$ cat config.mk
export PLATFORM = sky130hd
export DESIGN_NAME = tpik_cordic_cell
export DESIGN_NICKNAME = d
export VERILOG_FILES = /design/src/design/tpik_pkg.sv /design/src/design/tpik_cordic_cell.sv
export SDC_FILE = /design/constraint.sdc
export NUM_CORES = 1
export LEC_CHECK = 0
export BUFFER_PORTS_ARGS = -buffer_cell sky130_fd_sc_hd__buf_4
export CELL_PAD_IN_SITES_DETAIL_PLACEMENT = 1
export CELL_PAD_IN_SITES_GLOBAL_PLACEMENT = 1
export CORE_MARGIN = 4
export CORE_UTILIZATION = 35
export DETAILED_ROUTE_END_ITERATION = 8
export PLACE_DENSITY = 0.73
export SYNTH_ARGS = -nofsm -noshare
export SYNTH_HDL_FRONTEND = slang
export SYNTH_SLANG_ARGS = --single-unit
$ cat constraint.sdc
create_clock -name clock -period 8.2 [get_ports clock]
set_input_delay 1.23 -clock clock [delete_from_list [all_inputs] [get_ports clock]]
set_output_delay 1.23 -clock clock [all_outputs]
set_load 0.02 [all_outputs]
$ cat src/design/tpik_pkg.sv
// ----------------------------------------------------------------------------
// tpik_pkg
// Shared types, constants and the arctangent table for the tilt platform
// inverse kinematics pipeline.
// ----------------------------------------------------------------------------
`timescale 1ns / 1ps

package tpik_pkg;

   localparam int ANGLE_FRAC_BITS_DEF = 8;
   localparam int FIELD_W = 16;

   localparam int CORDIC_STEPS = 20;
   localparam int DIV_STEPS = 30;
   localparam int SQRT_STEPS = 31;

   localparam int CSR_ADDR_W = 4;
   localparam int CSR_DATA_W = 32;

   // angles in degrees with 16 fraction bits
   localparam int ANG_W = 30;
   localparam int DEG_FULL = 23592960;
   localparam int DEG_HALF = 11796480;
   localparam int DEG_QUARTER = 5898240;

   localparam int CORDIC_W = 34;
   localparam int CORDIC_Z_W = 27;
   localparam int CORDIC_GAIN = 652032874;
   localparam int HALF_SQRT3 = 929887697;

   localparam int SIN_W = 32;
   localparam int T1_W = 49;
   localparam int P_W = 64;
   localparam int LAQ_W = 50;
   localparam int LA_W = 28;
   localparam int SQ_W = 56;
   localparam int CR_W = 45;
   localparam int NUM_W = 58;
   localparam int DEN_W = 54;
   localparam int AN_W = 57;
   localparam int AD_W = 53;
   localparam int REM_W = AD_W + 1;
   localparam int Q_W = 30;
   localparam int R_W = 32;
   localparam int SQ_V_W = 61;
   localparam int SQ_RES_W = 62;

   localparam logic signed [FIELD_W-1:0] SERVO_MAX = 16'sh7fff;
   localparam logic signed [FIELD_W-1:0] SERVO_MIN = 16'sh8000;

   typedef enum logic [1:0] {
      REG_UPPER_ARM    = 2'd0,
      REG_LOWER_LINK   = 2'd1,
      REG_REST_HEIGHT  = 2'd2,
      REG_JOINT_RADIUS = 2'd3
   } csr_index_type;

   typedef struct packed {
      logic signed [CORDIC_W-1:0]   x;
      logic signed [CORDIC_W-1:0]   y;
      logic signed [CORDIC_Z_W-1:0] z;
      logic                         flag;
   } cordic_lane_type;

   typedef struct packed {
      logic [REM_W-1:0] rem;
      logic [AD_W-1:0]  den;
      logic [Q_W-1:0]   q;
      logic             neg;
      logic             full;
      logic             bad;
   } div_lane_type;

   typedef struct packed {
      logic [SQ_V_W-1:0]       v;
      logic [SQ_RES_W-1:0]     res;
      logic signed [R_W-1:0]   r;
      logic                    bad;
   } sqrt_lane_type;

   // atan(2^-i) in degrees, 16 fraction bits
   function automatic logic signed [CORDIC_Z_W-1:0] atan_deg(input int unsigned step);
      case (step)
         0:       return 27'sd2949120;
         1:       return 27'sd1740967;
         2:       return 27'sd919879;
         3:       return 27'sd466945;
         4:       return 27'sd234379;
         5:       return 27'sd117304;
         6:       return 27'sd58666;
         7:       return 27'sd29335;
         8:       return 27'sd14668;
         9:       return 27'sd7334;
         10:      return 27'sd3667;
         11:      return 27'sd1833;
         12:      return 27'sd917;
         13:      return 27'sd458;
         14:      return 27'sd229;
         15:      return 27'sd115;
         16:      return 27'sd57;
         17:      return 27'sd29;
         18:      return 27'sd14;
         19:      return 27'sd7;
         default: return '0;
      endcase
   endfunction

endpackage

$ cat src/design/tpik_cordic_cell.sv
// ----------------------------------------------------------------------------
// tpik_cordic_cell
// One CORDIC micro-rotation, rotation or vectoring mode, registered.
// ----------------------------------------------------------------------------
`timescale 1ns / 1ps

module tpik_cordic_cell #(
   parameter int unsigned STEP = 0,
   parameter bit VECTOR = 1'b0
) (
   input  logic                       clock,
   input  logic                       enable,
   input  tpik_pkg::cordic_lane_type  cell_in,
   output tpik_pkg::cordic_lane_type  cell_out
);

   localparam logic signed [tpik_pkg::CORDIC_Z_W-1:0] ATAN = tpik_pkg::atan_deg(STEP);

   tpik_pkg::cordic_lane_type lane_ff, lane_in;
   logic signed [tpik_pkg::CORDIC_W-1:0] dx, dy;
   logic pos;

   assign dx = cell_in.y >>> STEP;
   assign dy = cell_in.x >>> STEP;
   assign pos = VECTOR ? (cell_in.y > 0) : !cell_in.z[tpik_pkg::CORDIC_Z_W-1];

   always_comb begin
      lane_in.flag = cell_in.flag;
      if (pos ^ VECTOR) begin
         lane_in.x = cell_in.x - dx;
         lane_in.y = cell_in.y + dy;
         lane_in.z = cell_in.z - ATAN;
      end else begin
         lane_in.x = cell_in.x + dx;
         lane_in.y = cell_in.y - dy;
         lane_in.z = cell_in.z + ATAN;
      end
   end

   always_ff @(posedge clock) begin
      if (enable) begin
         lane_ff <= lane_in;
      end
   end

   assign cell_out = lane_ff;

endmodule

-- Word-level counts from Yosys, hierarchy flattened
Cells that the tools add are included.
- logic and storage cells: 10
- flip-flop bits (word level): 96
- add/sub/neg operators: 5
- mux-type cells: 1
- operator list (cell ; number):
    $mux W95 ; 1
    $sub A34 B34 Y34 ; 2
    $add A34 B34 Y34 ; 1
    $add A27 B23 Y27 const B ; 1
    $sub A27 B23 Y27 const B ; 1

-- Depth between registers and ports, before layout
- depth in word-level cells: 2
- mapped depth: 13
- depth with buffers taken out: 12

-- Worst setup path before layout
Ideal clock, no wire load.
- path type: input -> register
- start: input cell_in[28] in the netlist's numbering
- end: register lane_ff, in the netlist cell_out[88] (data pin)
- arrival: 3.689 ns
- stages: 11
- setup slack: 4.242 ns
- path buffers: 0
- cells stage by stage: ha_1 -> fa_1 -> nor2b_1 -> o311ai_1 -> a31oi_1 -> o21ai_2 -> nand4_1 -> a31o_2 -> a221o_1 -> o21a_1 -> xnor2_1
- RTL lines (item ; line ; source):
    start, declared ; tpik_cordic_cell.sv:13 ; input tpik_pkg::cordic_lane_type cell_in,
    end signal, assigned ; tpik_cordic_cell.sv:42 ; lane_ff <= lane_in;
    end, declared ; tpik_cordic_cell.sv:19 ; tpik_pkg::cordic_lane_type lane_ff, lane_in;

==> summary.md <==
| Metric | Value |
|---|---|
| Row cnt | `58` |
| Number of global-route vias before repair | `8641` |
| Global-route congestion overflow total | `0` |
| Element type at the critical path end | `flip-flop` |
| Worst rel slew slack | `37.6%` |
| Critical path class | `input pin to flip-flop` |
| Largest net degree at the start of global routing | `82` |
| Initial antenna violation count | `0` |
| Hold-critical path endpoint | `cell_out[4]$_DFFE_PP_` |
| Pleak | `between 4 and 5 nW` |
| Final period util | `55.3%` |
| ANT nets after route | `0` |
| Switching Share | `between 30% and 40%` |
| DP HPWL | `~24 mm` |
| Nets | `roughly 1400` |
| Cts hold-fix bufs | `0` |
| Core area | `25200 sq um` |
| Asr flop ratio synth | `0%` |
| Clock root buffer | `clkbuf_16` |
| Area growth, synth to finish | `22.3%` |
| Count leader, synth | `a21oi_1` |
| Max Freq | `around 220 MHz` |
| Gate power share | `a little over 40%` |
| Max_cap viols | `0` |
| H-Tree Depth | `3` |
| Crit path DAT | `4.62 ns` |
| CP required | `about 8.3 ns` |
| Final hold vios | `0` |
| RSZ-0062 raised after global routing | `false` |
| Worst Hold Class | `input pin to flip-flop` |
| Post-CTS setup buffers | `0` |
| CP Buf/Inv Count | `1` |
| Internal power | `approximately 1.2 mW` |
| Synth cell count leaders | `a21oi_1, ha_1, inv_1` |
| CP max-delay cell | `o311ai_1` |
| Gpl congestion | `roughly 0.93` |
| Synth area leaders | `edfxtp_1, ha_1, a21oi_1, xnor2_1, inv_1` |
| Port Buf Inserts | `roughly 190` |
| Routed vias/inst | `around 5.5` |
| Die height | `approximately 170 microns` |
| Main synth FF type | `edfxtp_1` |
| Fin crit period | `4.54 ns` |
| Post-CTS Resized | `0` |
| Horiz. Die Dim | `around 170 microns` |
| Setup TNS | `0 ns` |
| Number of synthesis warnings | `0` |
| DRT Pass-1 Iters | `5` |
| Vias after detailed routing | `8416` |
| Run status | `completed` |
| Top cell type's share of synthesized area | `a little under a third` |
| Mapped cell area | `between 8000 and 9000 sq um` |
| Worst-path fanout max | `6` |
| Register area share after synthesis | `approximately a third` |
| Io pins | `194` |
| Clock power frac | `between 20% and 30%` |
| CTS tree | `built` |
| DR DRC count | `0` |
| Post-synth net total | `roughly 1200` |
| Cells after Synth | `between 1000 and 1500` |
| Cell area power density | `173 nW/um^2` |
| #FFs+latches synth | `95` |
| VDD IR max | `0.0797 mV` |
| CP startpoint kind | `input pin` |
| Synth area leader | `edfxtp_1` |
| Number of synthesized flops with an enable pin | `95` |
| Clock transition at path regs | `0.07 ns` |
| Psw | `0.717 mW` |
| Die footprint | `roughly 28000 sq um` |
| CTS Buf Count | `9` |
| Share of post-route cells with drive strength above 1 | `a little under a fifth` |
| Max reg flops | `95` |
| Clk buf depth | `2` |
| Slew Limit Fails | `0` |
| N_diodes | `0` |
| WL per Instance | `roughly 20 microns` |
| First-pass GRT wire length | `~48 mm` |
| Detailed Route WL | `30.6 mm` |
| Sequential power share | `between 30% and 40%` |
| Hold slack | `1.04 ns` |
| Slew @ Worst Pin | `between 0.9 and 1 ns` |
| CP cell instances | `buf_4 -> ha_1 -> fa_1 -> nor2b_1 -> o311ai_1 -> a31oi_1 -> o21ai_2 -> o21ai_1 -> a21oi_1 -> o41a_1 -> o311ai_0 -> xnor2_1` |
| Starting Density | `35.6%` |
| WHS Path Cells | `1` |
| Distinct cells, synth | `66` |
| Largest stage delay, worst path | `0.51 ns` |
| Synth Area per Inst | `between 8 and 9 sq um` |
| Fill cells | `~3000` |
| Gr usage total | `a little over a fifth` |
| Cell family with the largest share of critical-path delay | `compound AO/OA/AOI/OAI gates` |
| Clock sink total | `95` |
| Final setup viols | `0` |
| Hold_sp | `cell_in[4]` |
| Drt first-iter violations | `605` |
[worst max-delay path by stage]
stage | from | to | slack, ns | depth (start not counted)
finish | cell_in[28] | cell_out[94]$_DFFE_PP_ | 3.66 | 12
global route | cell_in[28] | cell_out[94]$_DFFE_PP_ | 3.47 | 12
CTS | cell_in[28] | cell_out[94]$_DFFE_PP_ | 3.72 | 12
detailed placement | cell_in[28] | cell_out[94]$_DFFE_PP_ | 3.42 | 12
global placement | cell_in[28] | cell_out[60]$_DFFE_PP_ | 3.57 | 12
floorplan | cell_in[28] | cell_out[88]$_DFFE_PP_ | 4.24 | 11
[metal layers]
metal	vias up	wire, microns	share of wire, %	GRT usage [%]
met5	-	0	0	0
met4	0	641	2.1	5.50
met3	46	1760	5.7	3.29
met2	294	14400	47	35.4
met1	4056	13800	45	28.1
li1	4020	-	-	-
[layout make-up]
| class | instances | area [sq um] | share of cell area, % |
|---|---|---|---|
| sequential | 95 | 2850 | 26.0 |
| inverter | 104 | 390 | 3.56 |
| clock inverter | 7 | 80.1 | 0.730 |
| clock buffer | 9 | 225 | 2.05 |
| timing repair buffer | 197 | 1480 | 13.5 |
| tap | 330 | 413 | 3.76 |
| multi-input combinational | 777 | 5530 | 50.4 |
[cells in the final DEF, fill, tap and decap left out, drive strengths merged, types with 13 or more instances in the layout]
master and n:
ha 108, o21bai 20, inv 105, edfxtp 95, o31ai 19, buf 197
a21o 23, nand2 48, nand4 13, nor3 20, o21a 13, o21ai 68
nor2b 14, xnor2 63, a21oi 121, nor2 84
[cell families after synthesis]
kind of cell | share of synthesized area, %
compound gates | 25.0
mux | 1.23
buf+inv | 6.53
flops | 31.8
xor+xnor | 7.03
fa+ha+maj | 16.0
simple gates | 12.5
[stage by stage]
step / cell area (sq um) / worst slack (ns) / util (%) / cells / power [mW]
after floorplan: 8970 / 4.24 / - / 1023 / 1.13
after global placement: 10700 / 3.57 / 42.4 / 1503 / 1.43
after detailed placement: 10700 / 3.42 / 42.4 / 1503 / 1.44
after CTS: 11000 / 3.72 / 43.6 / 1519 / 1.91
after global routing: 11000 / 3.47 / 43.6 / 1519 / 2.00
final: 11000 / 3.66 / 43.6 / 1519 / 1.89
[power groups by stage]
stage | logic [mW] | clock network (mW) | registers (mW)
final | 0.780 | 0.457 | 0.657
after global routing | 0.844 | 0.487 | 0.665
after global placement | 0.762 | 0 | 0.666
after floorplan | 0.374 | 0 | 0.761
after detailed placement | 0.772 | 0 | 0.668
after CTS | 0.778 | 0.472 | 0.658
No activity file was read; power rests on OpenSTA's default activity.
