## src/design/tpik_pkg.sv

```systemverilog
// ----------------------------------------------------------------------------
// tpik_pkg
// Shared types, constants and the arctangent table for the tilt platform
// inverse kinematics pipeline.
// ----------------------------------------------------------------------------
`timescale 1ns / 1ps

package tpik_pkg;

   localparam int ANGLE_FRAC_BITS_DEF = 8;
   localparam int FIELD_W = 16;

   localparam int CORDIC_STEPS = 20;
   localparam int DIV_STEPS = 30;
   localparam int SQRT_STEPS = 31;

   localparam int CSR_ADDR_W = 4;
   localparam int CSR_DATA_W = 32;

   // angles in degrees with 16 fraction bits
   localparam int ANG_W = 30;
   localparam int DEG_FULL = 23592960;
   localparam int DEG_HALF = 11796480;
   localparam int DEG_QUARTER = 5898240;

   localparam int CORDIC_W = 34;
   localparam int CORDIC_Z_W = 27;
   localparam int CORDIC_GAIN = 652032874;
   localparam int HALF_SQRT3 = 929887697;

   localparam int SIN_W = 32;
   localparam int T1_W = 49;
   localparam int P_W = 64;
   localparam int LAQ_W = 50;
   localparam int LA_W = 28;
   localparam int SQ_W = 56;
   localparam int CR_W = 45;
   localparam int NUM_W = 58;
   localparam int DEN_W = 54;
   localparam int AN_W = 57;
   localparam int AD_W = 53;
   localparam int REM_W = AD_W + 1;
   localparam int Q_W = 30;
   localparam int R_W = 32;
   localparam int SQ_V_W = 61;
   localparam int SQ_RES_W = 62;

   localparam logic signed [FIELD_W-1:0] SERVO_MAX = 16'sh7fff;
   localparam logic signed [FIELD_W-1:0] SERVO_MIN = 16'sh8000;

   typedef enum logic [1:0] {
      REG_UPPER_ARM    = 2'd0,
      REG_LOWER_LINK   = 2'd1,
      REG_REST_HEIGHT  = 2'd2,
      REG_JOINT_RADIUS = 2'd3
   } csr_index_type;

   typedef struct packed {
      logic signed [CORDIC_W-1:0]   x;
      logic signed [CORDIC_W-1:0]   y;
      logic signed [CORDIC_Z_W-1:0] z;
      logic                         flag;
   } cordic_lane_type;

   typedef struct packed {
      logic [REM_W-1:0] rem;
      logic [AD_W-1:0]  den;
      logic [Q_W-1:0]   q;
      logic             neg;
      logic             full;
      logic             bad;
   } div_lane_type;

   typedef struct packed {
      logic [SQ_V_W-1:0]       v;
      logic [SQ_RES_W-1:0]     res;
      logic signed [R_W-1:0]   r;
      logic                    bad;
   } sqrt_lane_type;

   // atan(2^-i) in degrees, 16 fraction bits
   function automatic logic signed [CORDIC_Z_W-1:0] atan_deg(input int unsigned step);
      case (step)
         0:       return 27'sd2949120;
         1:       return 27'sd1740967;
         2:       return 27'sd919879;
         3:       return 27'sd466945;
         4:       return 27'sd234379;
         5:       return 27'sd117304;
         6:       return 27'sd58666;
         7:       return 27'sd29335;
         8:       return 27'sd14668;
         9:       return 27'sd7334;
         10:      return 27'sd3667;
         11:      return 27'sd1833;
         12:      return 27'sd917;
         13:      return 27'sd458;
         14:      return 27'sd229;
         15:      return 27'sd115;
         16:      return 27'sd57;
         17:      return 27'sd29;
         18:      return 27'sd14;
         19:      return 27'sd7;
         default: return '0;
      endcase
   endfunction

endpackage

```

## src/design/tpik_sqrt_cell.sv

```systemverilog
// ----------------------------------------------------------------------------
// tpik_sqrt_cell
// One digit-pair step of the integer square root, registered.
// ----------------------------------------------------------------------------
`timescale 1ns / 1ps

module tpik_sqrt_cell #(
   parameter int unsigned STEP = 0
) (
   input  logic                     clock,
   input  logic                     enable,
   input  tpik_pkg::sqrt_lane_type  cell_in,
   output tpik_pkg::sqrt_lane_type  cell_out
);

   localparam logic [tpik_pkg::SQ_RES_W-1:0] BIT =
      tpik_pkg::SQ_RES_W'(1) << (2 * (tpik_pkg::SQRT_STEPS - 1 - STEP));

   tpik_pkg::sqrt_lane_type lane_ff, lane_in;
   logic [tpik_pkg::SQ_RES_W-1:0] trial;

   assign trial = cell_in.res + BIT;

   always_comb begin
      lane_in = cell_in;
      if ({1'b0, cell_in.v} >= trial) begin
         lane_in.v = cell_in.v - trial[tpik_pkg::SQ_V_W-1:0];
         lane_in.res = (cell_in.res >> 1) + BIT;
      end else begin
         lane_in.res = cell_in.res >> 1;
      end
   end

   always_ff @(posedge clock) begin
      if (enable) begin
         lane_ff <= lane_in;
      end
   end

   assign cell_out = lane_ff;

endmodule
```

## config.mk

```make
export PLATFORM = sky130hd
export DESIGN_NAME = tpik_sqrt_cell
export DESIGN_NICKNAME = d
export VERILOG_FILES = /design/src/design/tpik_pkg.sv /design/src/design/tpik_sqrt_cell.sv
export SDC_FILE = /design/constraint.sdc
export NUM_CORES = 1
export LEC_CHECK = 0
export ABC_AREA = 1
export BUFFER_PORTS_ARGS = -buffer_cell sky130_fd_sc_hd__buf_2
export CAP_MARGIN = 10
export CORE_ASPECT_RATIO = 0.9
export CORE_MARGIN = 2
export CORE_UTILIZATION = 30
export CTS_CLUSTER_DIAMETER = 30
export DETAILED_ROUTE_END_ITERATION = 10
export PLACE_DENSITY = 0.6
export RECOVER_POWER = 25
export SYNTH_ARGS = -nofsm -noshare
export SYNTH_HDL_FRONTEND = slang
export SYNTH_SLANG_ARGS = --single-unit
export TNS_END_PERCENT = 100
```

## constraint.sdc

```tcl
create_clock -name clock -period 2.87 [get_ports clock]
set_clock_uncertainty 0.1 [all_clocks]
set_input_delay 0.287 -clock clock [delete_from_list [all_inputs] [get_ports clock]]
set_output_delay 0.287 -clock clock [all_outputs]
set_load 0.02 [all_outputs]
```

# After elaboration in Yosys (flattened, before gate mapping)
# Index checks and enable logic that the tools add are counted.
[classes] magnitude_cmp=1 add_sub_neg=3 n_mux=2
[op_table] op="$mux W61" n=2
[op_table] op="$add A61 B61 Y62 const B" n=1
[op_table] op="$add A62 B61 Y62 const B" n=1
[op_table] op="$ge A61 B62 Y1" n=1
[op_table] op="$sub A61 B61 Y61" n=1
[word_totals] wordCells=11 inputBits=158 out_inout_bits=156 reg_bits=156

# Longest topological paths before layout
# Gate-level depths: netlist of the first run.
[logic_depth] word_depth=3 depth_mapped=18

# Worst setup path before layout of the first run
# No wires, ideal clock.
[synth_timing] path_kind="input to register" startpoint="in cell_in[95] (netlist bit)" endpoint="reg lane_ff (netlist bit cell_out[126]), data pin" path_slack_ps=415 arrival_ps=2091 path_buffers=1 stages=16 t_required_ps=2506 path_cell_list="inv_1 ha_1 fa_1 inv_1 nand3_1 nand2_2 nand2_1 nand2_2 nand2_1 nand2_2 nand2_1 nand2_1 nand2_4 nand3_4 clkbuf_1 o21ai_0"
[synth_lines] element="start, declared" line_no="tpik_sqrt_cell.sv:12" rtl="input tpik_pkg::sqrt_lane_type cell_in,"
[synth_lines] element="end signal, assigned" line_no="tpik_sqrt_cell.sv:36" rtl="lane_ff <= lane_in;"
[synth_lines] element="end, declared" line_no="tpik_sqrt_cell.sv:19" rtl="tpik_pkg::sqrt_lane_type lane_ff, lane_in;"

==> flow_metrics.tcl, run 1 <==
set metrics [dict create \
    outcome "finished with violations" \
    failed_checks "capacitance limit, slew limit" \
    cts.sinks 156 \
    dp_hpwl_um 34460 \
    antenna_left 0 \
    setup-tns-final_ps 0 \
    startpoint_type "input port" \
    drive_gt1_share_pct 21.15 \
    max_cap_viol_count 1 \
    pwr-share-seq_pct 37.9 \
    synthArstFlopShare_pct 0 \
    slew_violations 57 \
    stdcell_area_um2 15800 \
    max-slew-margin-rel_pct -3.160 \
    yosys_warnings 0 \
    p_switching_mw 2.617 \
    seq_area_frac_synth_pct 40.41 \
    grt_max_degree 58 \
    die_x_um 211.2 \
    route.vias.total 11475 \
    hold_class "input port to flip-flop" \
    root_buffer "clkbuf_16" \
    ir_drop_v 0.0003694 \
    placed_area_um2 14120 \
    comb_power_share_pct 31.3 \
    drt-wirelength-per-cell_um 15.87 \
    cts_buffers 17 \
    drcViolationCount 0 \
    final_core_util_pct 41.36 \
    p_leak_nw 8.593 \
    worstHoldStart "cell_in[104]" \
    clk_pin_slew_ps 70 \
    dominantRegCellSynth "edfxtp_1" \
    yosysMostFrequentCell "nand2_1" \
    yosysTopAreaCell "edfxtp_1" \
    dr.pass1.iters 4 \
    fmaxAchievable_mhz 363.9 \
    track_usage_pct 20.77 \
    power_density_nw_per_um2 471.8 \
    gp_congestion 0.9473 \
    synth_cells 1664 \
    num_rows 68 \
    finalSetupViolations 0 \
    die_y_um 190.5 \
    synth_edf_count 156 \
    gr-total-overflow 0 \
    hold_violations 0 \
    num_io_pins 314 \
    switching_share_pct 35.11 \
    fin_crit_ps 2748 \
    arrival_ps 2860 \
    tightestPinTransition_ps 1547 \
    p_int_mw 4.837 \
    crit_type "input port to flip-flop" \
    clkPwrFrac_pct 30.7 \
    grt_pass1_vias 11232 \
    finalPower_mw 7.455 \
    critPathRequiredTime_ps 2980 \
    fillCellCount 4033 \
    fin_crit_sh_pct 95.75 \
    synth_seq_cells 156 \
    synth_commonest_cells "nand2_1 (637), inv_1 (407), edfxtp_1 (156), nor2_1 (101), nand3_1 (75)" \
    die_area_um2 40230 \
    start_util_pct 30.34 \
    drt-vias-per-instance 4.360 \
    grt_pass1_wl_um 62550 \
    largest_reg_flops 156 \
    startpoint "cell_in[86]" \
    antenna_found_initial 0 \
    synth_area_um2 11590 \
    ctsLongestPathBuffers 2 \
    place.port_buffers 313 \
    finalWirelength_um 41760 \
    syn_nets 1884 \
    antennaDiodeCount 0 \
    avgSynthCellArea_um2 6.966 \
    crit_fanout 20 \
    htree_levels 4 \
    drt_iter0_markers 735 \
    syn_to_final_growth_pct 36.31 \
    preCtsSetupSlack_ps 10.81 \
    core_um2 38200 \
    fin_nets 2349 \
    ys_types 37 \
    tritoncts "done" \
    layout_setup_ws_ps 121.9 \
    ys_top_cells_by_area "edfxtp_1 (40%), nand2_1 (21%), inv_1 (13%)" \
    cp-end-kind "flip-flop" \
    yosysTopAreaCellShare_pct 40.41 \
]
metrics by stage:
| step | std cells | hold WS, ps |
|---|---|---|
| finish | 2632 | 64.45 |
| global route | 2632 | 51.32 |
| CTS | 2628 | 28.99 |
| detailed placement | 2503 | 365.1 |
| global placement | 2503 | 364.0 |
| floorplan | 1664 | 285.9 |
worst max-delay path, stage by stage:
cell and delay, ps:
dlygate4sd3_1 520, buf_2 100, inv_1 40, ha_1 390
nand2_1 180, inv_1 50, a21oi_1 250, nand2_1 130
nand2_1 70, nand2_1 80, a21oi_4 160, nand3_4 90
buf_12 160, buf_12 150, nand3_1 120, nand2_1 70
layer usage:
metal	wire length, µm	part of all wire (%)	GRT usage [%]	vias up
li1	-	-	-	6034
met2	18160	43	32.31	273
met5	0	0	0	-
met4	435	1.0	4.415	0
met1	20980	50	29.92	5149
met3	2185	5.2	3.870	19
cells by family after synthesis:
family                   share of synthesized area (%)
flip-flops                                       40.41
AND/OR/NAND/NOR                                  31.74
adder cells (fa/ha/maj)                          6.757
XOR/XNOR                                         2.342
AO/OA/AOI/OAI                                    4.372
buffers and inverters                            14.38
area by class of cell:
type,count,area (µm²),share of cell area [%]
Clock buffer,18,429.2,2.716
Clock inverter,14,150.1,0.9503
Inverter,416,1562,9.883
Multi-Input combinational cell,1077,5356,33.90
Sequential cell,156,4684,29.65
Tap cell,490,613.1,3.880
Timing Repair Buffer,461,3005,19.02
repair_timing:
action                                  CTS  global route
endpoints found under the setup margin    0            53
resized for setup                         0            36
setup buffers                             0             2
endpoints found under the hold margin    93             0
hold buffers                             93             0
power by group through the flow:
stage | Clock (mW) | Sequential, mW | Combinational (mW)
floorplan | 0 | 3.16 | 1.02
global placement | 0 | 2.88 | 2.17
detailed placement | 0 | 2.87 | 2.18
CTS | 2.37 | 2.83 | 2.29
global route | 2.44 | 2.85 | 2.59
finish | 2.29 | 2.83 | 2.34
cell usage in the layout (no fill, tap or decap), types with 2 or more instances in the layout:
master and count:
nor2_1 85, nand3b_1 2, nor2_2 23, a21oi_1 42
o21ai_0 26, nor2_4 4, o21bai_1 2, buf_4 47
and2_1 3, dlygate4sd3_1 93, nand2_1 626, inv_8 4
edfxtp_1 156, nand3_2 2, inv_2 8, a21oi_2 2
nand2_2 16, nor3_1 7, clkinv_4 3, nor4_4 2
nand3_1 74, clkbuf_2 2, nor4_1 2, buf_12 6
clkbuf_1 13, nand4_1 36, nand3_4 2, xor2_1 30
ha_2 2, o21ai_1 22, ha_1 58, inv_1 407
inv_6 5, buf_2 299, clkbuf_16 19
path summary, 6_finish.rpt:
kind / depth (start not counted) / endpoint / slack [ps]
setup / recovery: 16 / cell_out[145] / 120
hold / removal: 3 / cell_out[104] / 60
Power figures use the tool's default switching activity.
==> run 2: changes to the inputs <==
--- a/config.mk
+++ b/config.mk
@@ -9,7 +9,7 @@
 export BUFFER_PORTS_ARGS = -buffer_cell sky130_fd_sc_hd__buf_2
 export CAP_MARGIN = 10
 export CORE_ASPECT_RATIO = 0.9
-export CORE_MARGIN = 2
+export CORE_MARGIN = 8
 export CORE_UTILIZATION = 30
 export CTS_CLUSTER_DIAMETER = 30
 export DETAILED_ROUTE_END_ITERATION = 10
==> flow_metrics.tcl, run 2 (same netlist as run 1, synthesis figures left out) <==
set metrics [dict create \
    outcome "complete, no violations" \
    slew_violations 0 \
    antenna_found_initial 1 \
    grt_pass1_wl_um 67880 \
    max-slew-margin-rel_pct 3.781 \
    route.vias.total 11533 \
    critPathRequiredTime_ps 2990 \
    antenna_left 0 \
    antennaDiodeCount 0 \
    num_rows 68 \
    drt-vias-per-instance 4.400 \
    die_x_um 223.2 \
    crit_top_cell "nand2_1" \
    fin_crit_sh_pct 95.52 \
    layout_setup_ws_ps 128.6 \
    postCtsSetupBuffers 0 \
    track_usage_pct 19.56 \
    tightestPinTransition_ps 1443 \
    core_um2 38200 \
    final_common_cell "nand2_1" \
    power_density_nw_per_um2 476.9 \
    root_buffer "clkbuf_16" \
    dp_hpwl_um 37090 \
    dr.pass1.iters 6 \
    cp_slowest_cell "dlygate4sd3_1" \
    cts_buffers 17 \
    grt_pass1_vias 11855 \
    finalSetupViolations 0 \
    timing.hold.ws_ps 54.50 \
    arrival_ps 2860 \
    gr-total-overflow 0 \
    fin_crit_ps 2741 \
    drt_iter0_markers 772 \
    clk_pin_slew_ps 70 \
    finalWirelength_um 44390 \
    cts.sinks 156 \
    hold_violations 0 \
    cp-end-kind "flip-flop" \
    drcViolationCount 0 \
    drt-wirelength-per-cell_um 16.94 \
    gp_congestion 0.9077 \
    crit_fanout 4 \
    fmaxAchievable_mhz 364.8 \
    hold_class "input port to flip-flop" \
    place.port_buffers 313 \
    max_cap_viol_count 0 \
    p_leak_nw 8.525 \
    start_util_pct 30.34 \
    stdcell_area_um2 15690 \
    final_cell_mix "nand2_1 (625), inv_1 (407), buf_2 (295)" \
    tritoncts "done" \
    ctsLongestPathBuffers 2 \
    syn_to_final_growth_pct 35.40 \
    placed_area_um2 14080 \
    startpoint_type "input port" \
    fin_nets 2338 \
    slowest_delay_ps 520 \
    drive_gt1_share_pct 20.41 \
    die_area_um2 45190 \
    die_y_um 202.5 \
    setup-tns-final_ps 0 \
    num_io_pins 314 \
    htree_levels 4 \
    grt_max_degree 51 \
    crit_chain "dlygate4sd3_1, clkbuf_1, inv_1, ha_1, nand2_1, inv_1, nand2_1, nand2_1, inv_1, nand3_1, nand2_1, nand2_1, buf_4, nand2_1, nand2_1, nand2_1, nand2_1, nand2_1, o21ai_0" \
    largest_reg_flops 156 \
    crit_type "input port to flip-flop" \
    preCtsSetupSlack_ps 13.80 \
    ir_drop_v 0.0003762 \
]
==> run 2: path summary, 6_finish.rpt <==
kind                startpoint             to  slack (ps)  cells after the start
setup / recovery   cell_in[41]  cell_out[128]         130                     19
hold / removal    cell_in[110]  cell_out[110]          50                      3
==> run 2: final cells by class <==
type                            count  area (µm²)
Clock buffer                       17       425.4
Tap cell                          490       613.1
Multi-Input combinational cell   1077        5358
Clock inverter                     15       170.2
Inverter                          416        1562
Timing Repair Buffer              450        2882
Fill cell                        4015       22510
Sequential cell                   156        4684
==> run 2: repair_timing <==
item                                    4_1_cts  5_1_grt
gates resized for setup                       0       33
hold buffers                                 93        0
hold endpoints to repair                     93        0
endpoints found under the setup margin        0       57
==> run 2: critical path, delay by kind of cell <==
kind                       cells  cell delay (ps)
and+or+nand+nor               11             1130
buffers and inverters          6             1020
AOI/OAI and AO/OA              1               70
adders and majority gates      1              350
==> run 2: metal layers <==
layer,GRT usage (%),part of all wire (%),wire length (µm),vias up
met3,4.097,5.5,2440,24
met4,4.677,1.2,512,2
met1,27.16,49,21810,5225
li1,-,-,-,6013
met5,0,0.029,13,-
met2,30.81,44,19620,269
==> run 2: per-stage QoR <==
stage | cells | util (%) | total power, mW
global route | 2621 | 41.08 | 7.920
finish | 2621 | 41.08 | 7.484
floorplan | 1664 | - | 4.182
detailed placement | 2496 | 36.85 | 5.075
CTS | 2621 | 40.85 | 7.565
global placement | 2496 | 36.85 | 5.068
==> run 2: power by group <==
part	total [mW]	internal, mW	leakage (nW)	switching [mW]
Sequential	2.82	2.77	1.53	0.0549
Combinational	2.33	0.813	6.70	1.51
Clock	2.33	1.24	0.297	1.09
Total	7.48	4.82	8.53	2.66
