--- src/design/tpik_pkg.sv ---
// ----------------------------------------------------------------------------
// tpik_pkg
// Shared types, constants and the arctangent table for the tilt platform
// inverse kinematics pipeline.
// ----------------------------------------------------------------------------
`timescale 1ns / 1ps

package tpik_pkg;

   localparam int ANGLE_FRAC_BITS_DEF = 8;
   localparam int FIELD_W = 16;

   localparam int CORDIC_STEPS = 20;
   localparam int DIV_STEPS = 30;
   localparam int SQRT_STEPS = 31;

   localparam int CSR_ADDR_W = 4;
   localparam int CSR_DATA_W = 32;

   // angles in degrees with 16 fraction bits
   localparam int ANG_W = 30;
   localparam int DEG_FULL = 23592960;
   localparam int DEG_HALF = 11796480;
   localparam int DEG_QUARTER = 5898240;

   localparam int CORDIC_W = 34;
   localparam int CORDIC_Z_W = 27;
   localparam int CORDIC_GAIN = 652032874;
   localparam int HALF_SQRT3 = 929887697;

   localparam int SIN_W = 32;
   localparam int T1_W = 49;
   localparam int P_W = 64;
   localparam int LAQ_W = 50;
   localparam int LA_W = 28;
   localparam int SQ_W = 56;
   localparam int CR_W = 45;
   localparam int NUM_W = 58;
   localparam int DEN_W = 54;
   localparam int AN_W = 57;
   localparam int AD_W = 53;
   localparam int REM_W = AD_W + 1;
   localparam int Q_W = 30;
   localparam int R_W = 32;
   localparam int SQ_V_W = 61;
   localparam int SQ_RES_W = 62;

   localparam logic signed [FIELD_W-1:0] SERVO_MAX = 16'sh7fff;
   localparam logic signed [FIELD_W-1:0] SERVO_MIN = 16'sh8000;

   typedef enum logic [1:0] {
      REG_UPPER_ARM    = 2'd0,
      REG_LOWER_LINK   = 2'd1,
      REG_REST_HEIGHT  = 2'd2,
      REG_JOINT_RADIUS = 2'd3
   } csr_index_type;

   typedef struct packed {
      logic signed [CORDIC_W-1:0]   x;
      logic signed [CORDIC_W-1:0]   y;
      logic signed [CORDIC_Z_W-1:0] z;
      logic                         flag;
   } cordic_lane_type;

   typedef struct packed {
      logic [REM_W-1:0] rem;
      logic [AD_W-1:0]  den;
      logic [Q_W-1:0]   q;
      logic             neg;
      logic             full;
      logic             bad;
   } div_lane_type;

   typedef struct packed {
      logic [SQ_V_W-1:0]       v;
      logic [SQ_RES_W-1:0]     res;
      logic signed [R_W-1:0]   r;
      logic                    bad;
   } sqrt_lane_type;

   // atan(2^-i) in degrees, 16 fraction bits
   function automatic logic signed [CORDIC_Z_W-1:0] atan_deg(input int unsigned step);
      case (step)
         0:       return 27'sd2949120;
         1:       return 27'sd1740967;
         2:       return 27'sd919879;
         3:       return 27'sd466945;
         4:       return 27'sd234379;
         5:       return 27'sd117304;
         6:       return 27'sd58666;
         7:       return 27'sd29335;
         8:       return 27'sd14668;
         9:       return 27'sd7334;
         10:      return 27'sd3667;
         11:      return 27'sd1833;
         12:      return 27'sd917;
         13:      return 27'sd458;
         14:      return 27'sd229;
         15:      return 27'sd115;
         16:      return 27'sd57;
         17:      return 27'sd29;
         18:      return 27'sd14;
         19:      return 27'sd7;
         default: return '0;
      endcase
   endfunction

endpackage

--- src/design/tpik_div_cell.sv ---
// ----------------------------------------------------------------------------
// tpik_div_cell
// One restoring division step yielding one quotient bit, registered.
// ----------------------------------------------------------------------------
`timescale 1ns / 1ps

module tpik_div_cell (
   input  logic                    clock,
   input  logic                    enable,
   input  tpik_pkg::div_lane_type  cell_in,
   output tpik_pkg::div_lane_type  cell_out
);

   tpik_pkg::div_lane_type lane_ff, lane_in;
   logic [tpik_pkg::REM_W-1:0] shifted;

   assign shifted = {cell_in.rem[tpik_pkg::REM_W-2:0], 1'b0};

   always_comb begin
      lane_in = cell_in;
      if (shifted >= {1'b0, cell_in.den}) begin
         lane_in.rem = shifted - {1'b0, cell_in.den};
         lane_in.q = {cell_in.q[tpik_pkg::Q_W-2:0], 1'b1};
      end else begin
         lane_in.rem = shifted;
         lane_in.q = {cell_in.q[tpik_pkg::Q_W-2:0], 1'b0};
      end
   end

   always_ff @(posedge clock) begin
      if (enable) begin
         lane_ff <= lane_in;
      end
   end

   assign cell_out = lane_ff;

endmodule

--- config.mk ---
export PLATFORM = sky130hd
export DESIGN_NAME = tpik_div_cell
export DESIGN_NICKNAME = d
export VERILOG_FILES = /design/src/design/tpik_pkg.sv /design/src/design/tpik_div_cell.sv
export SDC_FILE = /design/constraint.sdc
export NUM_CORES = 1
export LEC_CHECK = 0
export BUFFER_PORTS_ARGS = -buffer_cell sky130_fd_sc_hd__buf_4
export CAP_MARGIN = 15
export CORE_MARGIN = 2
export CORE_UTILIZATION = 50
export CTS_BUF_LIST = sky130_fd_sc_hd__clkbuf_4 sky130_fd_sc_hd__clkbuf_8 sky130_fd_sc_hd__clkbuf_16
export DETAILED_ROUTE_END_ITERATION = 6
export PLACE_DENSITY = 0.8
export RECOVER_POWER = 100
export REMOVE_ABC_BUFFERS = 1
export SLEW_MARGIN = 20
export SYNTH_ARGS = -nofsm -noshare
export SYNTH_HDL_FRONTEND = slang
export SYNTH_SLANG_ARGS = --single-unit
--- constraint.sdc ---
create_clock -name clock -period 4.4 [get_ports clock]
set_input_delay 0.66 -clock clock [delete_from_list [all_inputs] [get_ports clock]]
set_output_delay 0.66 -clock clock [all_outputs]
set_load 0.1 [all_outputs]
== Word level (Yosys, flattened, before mapping) ==
Index checks and enable logic that the tools add are counted.

* Latch bits: 0
* Bits in registers: 140
* Memory bits (writable): 0
* Word-level logic and storage cells: 11
* Memories: 0
* Bits in read-only memories: 0
* Bits of input ports: 142

* Reduce and logical (&&, ||, !) cells: 0
* Bitwise logic cells: 0
* Div/mod/pow operators: 0
* Eq/ne operators: 0
* $add $sub $neg: 1
* Multiplexer cells: 2
* Shift-type cells: 0
* Magnitude comparators: 1
* Multipliers: 0

{| class="wikitable"
|+ Operators with widths
! kind !! number
|-
| $ge 54x53->1 || 1
|-
| $mux 54 || 1
|-
| $sub 54x53->54 || 1
|-
| $mux 1 || 1
|}

== Longest topological paths before layout ==
Gate-level depths: netlist (run 1).

* Depth in word-level cells: 2
* Gate-level depth with buffers: 15
* Gate-level depth less buffers: 12

== Worst setup path before layout (run 1) ==
OpenSTA, ideal clock, no wires.

* Kind: in2reg
* From: input port cell_in[33] in the netlist's numbering
* To: register lane_ff, in the netlist cell_out[106] (data pin)
* Cell stages on the path: 12
* Buffers on the path: 2
* Arrival time: 3,330 ps
* Required time: 4,138 ps
* Slack: 808 ps
* Library setup time: 262 ps
* Cells stage by stage: fa_1 -> nor2b_1 -> o31a_1 -> o311ai_1 -> a32o_2 -> o311a_1 -> a41o_1 -> o31a_1 -> buf_6 -> inv_4 -> buf_6 -> mux2_1

{| class="wikitable"
|+ RTL lines
! what !! RTL line !! source
|-
| from (decl) || tpik_div_cell.sv:10 || <nowiki>input tpik_pkg::div_lane_type cell_in,</nowiki>
|-
| to (signal assigned) || tpik_div_cell.sv:32 || <nowiki>lane_ff <= lane_in;</nowiki>
|-
| to (decl) || tpik_div_cell.sv:14 || <nowiki>tpik_pkg::div_lane_type lane_ff, lane_in;</nowiki>
|}

==> results.toml, run 1 <==
[power_and_ir_drop]
leakage_uw = 0.004338
finalPower_uw = 4969
p_per_area_nw_per_um2 = 472.9
ir_drop_mv = 0.2945

[critical_path]
cp_data_arrival_time_ps = 4210
max_stage_delay_ps = 750
cp_max_fo = 9
crit_chain = "clkbuf_4 > inv_1 > ha_1 > nor2b_1 > o31a_1 > o311ai_0 > a32o_1 > o311a_1 > a41o_1 > o31a_1 > clkbuf_1 > nor2_1 > mux2_2"
required_ps = 4570
crit_family = "compound AO/OA/AOI/OAI gates"
setup.worst_path.end_class = "flip-flop"
path_common_cell = "o31a_1"
crit_path_start_kind = "input pin"
crit_buf_inv = 3
path_class = "in2reg"
worstSetupPathDepth = 13
crit_slowest_cell = "o311ai_0"

[flow_run]
drv_cap = 1

[clocking]
htree_num_levels = 4
cts_setup_buffers = 0
postCtsHoldBufs = 0
clkSinkCount = 140
cts.clk_slew.worst_paths_ps = 60
cts_tree = "built"
clockBufferDepth = 2
cts-resized-gates = 0
cts_buffers = 17
root_buffer = "clkbuf_16"

[timing]
tns_ps = 0
setup_ws_ps = 359.5
holdWs_ps = 434.2
rsz0062_at_grt = "no"
worst_pin_slew_ps = 3474
hold_viol = 0
max_freq_ghz = 0.2475
fin_crit_sh_pct = 91.83
max-slew-margin-rel_pct = -131.6
setup_viol = 0
slew_viol_final = 62
period_needed_ps = 4040

[yosys]
ys_seq_area_share_pct = 51.19
synth_cell_types = 66
synthCells = 773
ys_top_cells_by_area = "edfxtp_1, ha_1, a21oi_1"
async_flop_share_pct = 0
synth_common_cells = "edfxtp_1, a21oi_1, nor2_1, inv_1"
netlist_area_um2 = 8213
synth_edf_count = 140
syn_area_per_cell_um2 = 10.62
yosysTopAreaCell = "edfxtp_1"
synth_top_area_share_pct = 51.19
ys_seq_elements = 140
synth_most_common_cell = "edfxtp_1"
ys.flop_type = "edfxtp_1"
synth_warnings = 0

[status]
status = "finished with violations"
violations = "max-capacitance violations, max-slew violations"

[routing]
dr.pass1.iters = 7
wl_mm = 21.53
drc = 0
vias = 6911
routed_via_density = 5.353
route.antenna.remaining_nets = 0
wire_per_inst_um = 16.68
drt-initial-drc-count = 487

[cells_and_area]
area_growth_syn_to_layout_pct = 27.94
drive_above_1_share_pct = 16.56
final_util_pct = 65.91
finalNetCount = 1258
largest_reg_flops = 140
diodes = 0

[min_path]
hp-class = "in2reg"
hold_depth = 1

[floorplanning]
ioPinCount = 282
rows = 46
dieHeight_um = 132.2
die_w_um = 132.2
dieArea_um2 = 17470
start_util_pct = 51.51
core_um2 = 15940

[grt]
grt-ovfl-total = 0
grt_util_all_layers_pct = 24.40
grt_pass1_wl_mm = 34.16
antenna_found_initial = 0
grt_max_degree = 80
first_global_vias = 6798

[place]
routabilityCongestion = 0.8907
detailed_place_hpwl_mm = 16.63
pre_cts_ws_ps = 307.2
portBuffers = 279
[metal layers]
layer / vias up / GRT usage (%) / part of all wire, %
li1: 3436 / - / -
met1: 3159 / 31.66 / 43
met2: 286 / 41.15 / 48
met3: 30 / 4.691 / 6.9
met4: 0 / 8.273 / 1.8
met5: - / 0 / 0
[layout make-up]
cell class	count	area, um2
multi-input cells	540	3590
flip-flops and latches	140	4204
repair buffers	297	1639
clock buffers	17	425.4
fillers	1410	5435
well taps	216	270.3
clock inverters	15	128.9
inverters	66	250.2
[report_power, final]
part / internal [uW] / switching (uW)
Clock: 739 / 612
Sequential: 1650 / 35.7
Combinational: 395 / 1530
Total: 2790 / 2180
[kinds of logic (layout without fill, tap and decap cells)]
group / Yosys count / in the layout / share of synthesized area, %
DFF: 140 / 140 / 51.19
xor gates and xnor gates: 45 / 45 / 4.799
muxes: 13 / 13 / 1.813
AOI/OAI and AO/OA: 231 / 231 / 17.82
adders and majority gates: 54 / 54 / 8.318
buffers and inverters: 93 / 395 / 5.088
and+or+nand+nor: 197 / 197 / 10.97
[placed cells by master (no fill, tap or decap), drive strengths merged, types with 3 or more instances in the layout]
master,synthesis,final
clkbuf,15,249
edfxtp,140,140
a21oi,100,100
inv,66,74
nor2,73,73
buf,12,65
nand2,53,53
ha,53,53
o21ai,37,37
xnor2,26,26
a21o,25,25
xor2,19,19
nand3,16,16
nand4,12,12
mux2,12,12
nor3,9,9
a31oi,9,9
and2,9,9
o21bai,8,8
o21a,7,7
and3,6,6
o211ai,5,5
nand2b,5,5
a41o,4,4
a211oi,4,4
o31ai,4,4
clkinvlp,0,4
nor2b,3,3
a211o,3,3
a21boi,3,3
clkinv,0,3
[path summary, 6_finish.rpt]
check	end	start	slack, ps
worst max-delay path	cell_out[139]$_DFFE_PP_	cell_in[35]	360
worst min-delay path	cell_out[26]$_DFFE_PP_	cell_in[25]	430
[metrics by stage]
stage / cell area, um2 / std cells
2_1_floorplan: 8045 / 746
3_3_place_gp: 10570 / 1259
3_5_place_dp: 10570 / 1259
4_1_cts: 11130 / 1291
5_1_grt: 10510 / 1291
6_report: 10510 / 1291
Note: power is estimated with default switching activity, not from simulation.
==> run 2: changes to the inputs <==
--- a/config.mk
+++ b/config.mk
@@ -7,6 +7,7 @@
 export LEC_CHECK = 0
 export BUFFER_PORTS_ARGS = -buffer_cell sky130_fd_sc_hd__buf_4
 export CAP_MARGIN = 15
+export CORE_ASPECT_RATIO = 0.6
 export CORE_MARGIN = 2
 export CORE_UTILIZATION = 50
 export CTS_BUF_LIST = sky130_fd_sc_hd__clkbuf_4 sky130_fd_sc_hd__clkbuf_8 sky130_fd_sc_hd__clkbuf_16
==> run 2 against run 1 <==
- the flow still finishes with violations (max-capacitance violations, max-slew violations)
- flip-flop and latch count did not move
- sequential power hardly changed
- clock-buffer cell count did not move
- global-route usage rose by 2.1 points
- critical path type unchanged
- critical endpoint is now cell_out[135]$_DFFE_PP_
- largest cell class unchanged
==> results.toml, run 2 (synthesized netlist as in run 1, its figures left out) <==
[power_and_ir_drop]
leakage_uw = 0.004317
ir_drop_mv = 0.3276
p_per_area_nw_per_um2 = 484.1
finalPower_uw = 5059

[critical_path]
setup.worst_path.end_class = "flip-flop"
cp_max_fo = 6
required_ps = 4560
crit_chain = "clkbuf_1 > inv_1 > ha_1 > a21oi_1 > o21ai_0 > o21ai_0 > a31oi_1 > o21ai_0 > o31ai_1 > a311oi_1 > xnor2_1 > mux2_1"
cp_data_arrival_time_ps = 4250
path_class = "in2reg"
crit_slowest_cell = "a311oi_1"
max_stage_delay_ps = 600
path_common_cell = "o21ai_0"
crit_path_start_kind = "input pin"

[cells_and_area]
final_util_pct = 64.62
largest_reg_flops = 140
stdcell_count = 1282
mostFrequentLayoutCell = "clkbuf_1"
finalNetCount = 1256
area_growth_syn_to_layout_pct = 27.24
final_cell_mix = "clkbuf_1, edfxtp_1, a21oi_1, nor2_1, inv_1"
finalInstanceArea_um2 = 10450
drive_above_1_share_pct = 15.47
diodes = 0

[routing]
wire_per_inst_um = 18.51
wl_mm = 23.73
drt-initial-drc-count = 697
dr.pass1.iters = 6
drc = 0
route.antenna.remaining_nets = 0
routed_via_density = 5.615
vias = 7199

[status]
status = "finished with violations"
violations = "max-capacitance violations, max-slew violations"

[timing]
max_freq_ghz = 0.2442
period_needed_ps = 4096
max-slew-margin-rel_pct = -164.2
fin_crit_sh_pct = 93.08
setup_viol = 0
tns_ps = 0
worst_pin_slew_ps = 3964
slew_viol_final = 73
hold_viol = 0
rsz0062_at_grt = "no"

[floorplanning]
start_util_pct = 50.79
dieHeight_um = 103.3
core_um2 = 16170
rows = 36
dieArea_um2 = 17500
ioPinCount = 282
die_w_um = 169.5

[clocking]
cts-resized-gates = 0
root_buffer = "clkbuf_16"
postCtsHoldBufs = 0
clockBufferDepth = 2
cts_setup_buffers = 0
htree_num_levels = 4
cts.clk_slew.worst_paths_ps = 70
cts_tree = "built"
clkSinkCount = 140
cts_buffers = 17

[grt]
grt_util_all_layers_pct = 26.54
grt_pass1_wl_mm = 35.67
antenna_found_initial = 0
grt-ovfl-total = 0
first_global_vias = 6549
grt_max_degree = 74

[place]
dp_cells = 1250
dpl_cell_area_um2 = 10540
routabilityCongestion = 0.8770
portBuffers = 279
detailed_place_hpwl_mm = 18.31

[flow_run]
drv_cap = 1

[min_path]
hp-class = "in2reg"
-- run 2: metal layers --
| metal | wire length [um] | vias up | GRT usage [%] |
|---|---|---|---|
| met5 | 0 | - | 0 |
| met4 | 125 | 0 | 3.748 |
| met3 | 2702 | 14 | 8.295 |
| met2 | 10250 | 401 | 39.97 |
| met1 | 10660 | 3362 | 38.71 |
| li1 | - | 3422 | - |
-- run 2: worst paths after layout --
kind | cells past startpoint | start | to
worst min-delay path | 1 | cell_in[3] | cell_out[4]$_DFFE_PP_
worst max-delay path | 12 | cell_in[39] | cell_out[135]$_DFFE_PP_
-- run 2: worst max-delay path, delay by kind of cell --
| family | cells | cell delay (ps) |
|---|---|---|
| muxes | 1 | 320 |
| AOI/OAI and AO/OA | 7 | 2550 |
| adders and majority gates | 1 | 400 |
| buffers and inverters | 2 | 190 |
| xor gates and xnor gates | 1 | 120 |
-- run 2: final cells by class --
| type | instances | area, um2 |
|---|---|---|
| fill | 1431 | 5720 |
| sequential | 140 | 4204 |
| multi-input combinational | 540 | 3571 |
| timing repair buffer | 295 | 1589 |
| clock buffer | 17 | 425.4 |
| tap | 209 | 261.5 |
| inverter | 66 | 247.7 |
| clock inverter | 15 | 151.4 |
-- run 2: power by group --
group | switching (uW) | internal (uW) | leakage (uW) | total, uW
sequential | 39.4 | 1650 | 0.00137 | 1690
combinational | 1560 | 388 | 0.00266 | 1940
clock | 666 | 757 | 0.000282 | 1420
total | 2260 | 2800 | 0.00432 | 5060
-- run 2: stage by stage --
stage                     hold slack [ps]  setup slack (ps)
final                               433.9             304.4
after global routing                419.5             186.4
after CTS                           399.0             499.1
after detailed placement            839.3             147.9
after global placement              838.3             261.7
after floorplan                     758.9             423.4
==> run 3: changes to the inputs <==
--- a/config.mk
+++ b/config.mk
@@ -12,7 +12,8 @@
 export CORE_UTILIZATION = 50
 export CTS_BUF_LIST = sky130_fd_sc_hd__clkbuf_4 sky130_fd_sc_hd__clkbuf_8 sky130_fd_sc_hd__clkbuf_16
 export DETAILED_ROUTE_END_ITERATION = 6
-export PLACE_DENSITY = 0.8
+export GPL_TIMING_DRIVEN = 0
+export PLACE_DENSITY = 0.91
 export RECOVER_POWER = 100
 export REMOVE_ABC_BUFFERS = 1
 export SLEW_MARGIN = 20
==> run 3 against run 2 <==
- worst setup slack got worse by 140 ps
- core utilization is 0.43 points lower
- the flow still finishes with violations (max-capacitance violations, max-slew violations)
- first-iteration DRC count fell by 14%
- sequential power about the same
- largest cell class unchanged
==> results.toml, run 3 (synthesized netlist as in run 1, its figures left out) <==
[status]
status = "finished with violations"
violations = "max-capacitance violations, max-slew violations"

[critical_path]
crit_buf_inv = 2
max_stage_delay_ps = 540
crit_family = "compound AO/OA/AOI/OAI gates"
crit_path_start_kind = "input pin"
crit_slowest_cell = "inv_6"
cp_data_arrival_time_ps = 4390
setup.worst_path.end_class = "flip-flop"
required_ps = 4550
cp_max_fo = 87
path_class = "in2reg"
crit_chain = "buf_4 > fa_1 > nor2b_1 > o31a_1 > o311ai_1 > a32o_2 > o311a_1 > a41o_1 > o31a_2 > inv_6 > mux2_1"

[clocking]
clockBufferDepth = 2
cts_buffers = 17
cts_tree = "built"
cts.clk_slew.worst_paths_ps = 70
clkSinkCount = 140
cts_setup_buffers = 0
root_buffer = "clkbuf_16"
postCtsHoldBufs = 0
htree_num_levels = 4

[grt]
grt_pass1_wl_mm = 35.36
grt_util_all_layers_pct = 26.55
grt_max_degree = 88
antenna_found_initial = 0
grt-ovfl-total = 0
first_global_vias = 6626

[min_path]
hp-class = "in2reg"

[timing]
hold_viol = 0
max-slew-margin-rel_pct = -161.6
setup_viol = 0
slew_viol_final = 69
tns_ps = 0
fin_crit_sh_pct = 96.35
holdWs_ps = 442.3
max_freq_ghz = 0.2359
rsz0062_at_grt = "no"
setup_ws_ps = 160.5
period_needed_ps = 4239
worst_pin_slew_ps = 3925

[cells_and_area]
largest_reg_flops = 140
mostFrequentLayoutCell = "clkbuf_1"
fill_cells = 1416
final_cell_mix = "clkbuf_1, edfxtp_1, a21oi_1, nor2_1, inv_1"
multiInputGateArea_um2 = 3585
stdcell_count = 1267
finalNetCount = 1241
diodes = 0
area_growth_syn_to_layout_pct = 26.39
drive_above_1_share_pct = 15.22
register_area_um2 = 4204

[power_and_ir_drop]
share_comb_of_total_power_pct = 38.4
finalPower_uw = 5027
leakage_uw = 0.004273
p_clk_share_pct = 27.9
p_seq_share_pct = 33.7
p_per_area_nw_per_um2 = 484.3
switching_power_uw = 2242
internal_power_uw = 2785
ir_drop_mv = 0.2254
switching_share_pct = 44.60

[routing]
drc = 0
wire_per_inst_um = 18.82
drt-initial-drc-count = 602
dr.pass1.iters = 5
vias = 7125
route.antenna.remaining_nets = 0
wl_mm = 23.85
routed_via_density = 5.624

[floorplanning]
start_util_pct = 50.79
core_um2 = 16170
rows = 36
die_w_um = 169.5
dieArea_um2 = 17500
ioPinCount = 282
dieHeight_um = 103.3

[place]
detailed_place_hpwl_mm = 18.54
routabilityCongestion = 0.9350
portBuffers = 279
dp_cells = 1235
pre_cts_ws_ps = -449.6

[flow_run]
drv_cap = 1
-- run 3: cell count changes in the layout (fill, tap and decap cells not counted), sizes merged --
cell | previous run | this run
buf | 65 | 56
clkbuf | 247 | 241
-- run 3: path summary, 6_finish.rpt --
kind	start	end	slack, ps	cells after the start
max	cell_in[33]	cell_out[115]$_DFFE_PP_	160	11
min	cell_in[6]	cell_out[7]$_DFFE_PP_	440	1
-- run 3: final cells by class --
| class | instances | area share [%] |
|---|---|---|
| Clock inverter | 15 | 1.434 |
| Sequential cell | 140 | 40.50 |
| Multi-Input combinational cell | 540 | 34.53 |
| Clock buffer | 17 | 4.098 |
| Timing Repair Buffer | 280 | 14.48 |
| Tap cell | 209 | 2.519 |
| Inverter | 66 | 2.435 |
-- run 3: layer usage --
| metal | global-route usage, % | up-vias | wire, um |
|---|---|---|---|
| met5 | 0 | - | 0 |
| met4 | 5.720 | 0 | 259 |
| met3 | 9.513 | 20 | 2708 |
| met2 | 41.79 | 361 | 10590 |
| met1 | 35.81 | 3340 | 10290 |
| li1 | - | 3404 | - |
-- run 3: power groups by stage --
| stage | Clock [uW] | Sequential, uW | Combinational, uW |
|---|---|---|---|
| after floorplan | 0 | 2760 | 499 |
| after global placement | 0 | 1720 | 2020 |
| final | 1400 | 1690 | 1930 |
| after detailed placement | 0 | 1720 | 2050 |
| after global routing | 1470 | 1710 | 2020 |
| after CTS | 1420 | 1700 | 2060 |
-- run 3: metrics by stage --
step,instance area (um2),util (%)
floorplan,8045,-
global placement,10400,64.32
detailed placement,10440,64.54
CTS,11010,68.11
global route,10380,64.19
finish,10380,64.19
-- run 3: what timing repair did --
action	in CTS	in global routing
setup endpoints to repair	4	8
endpoints found under the hold margin	0	0
gates cloned	0	0
resized for setup	1	1
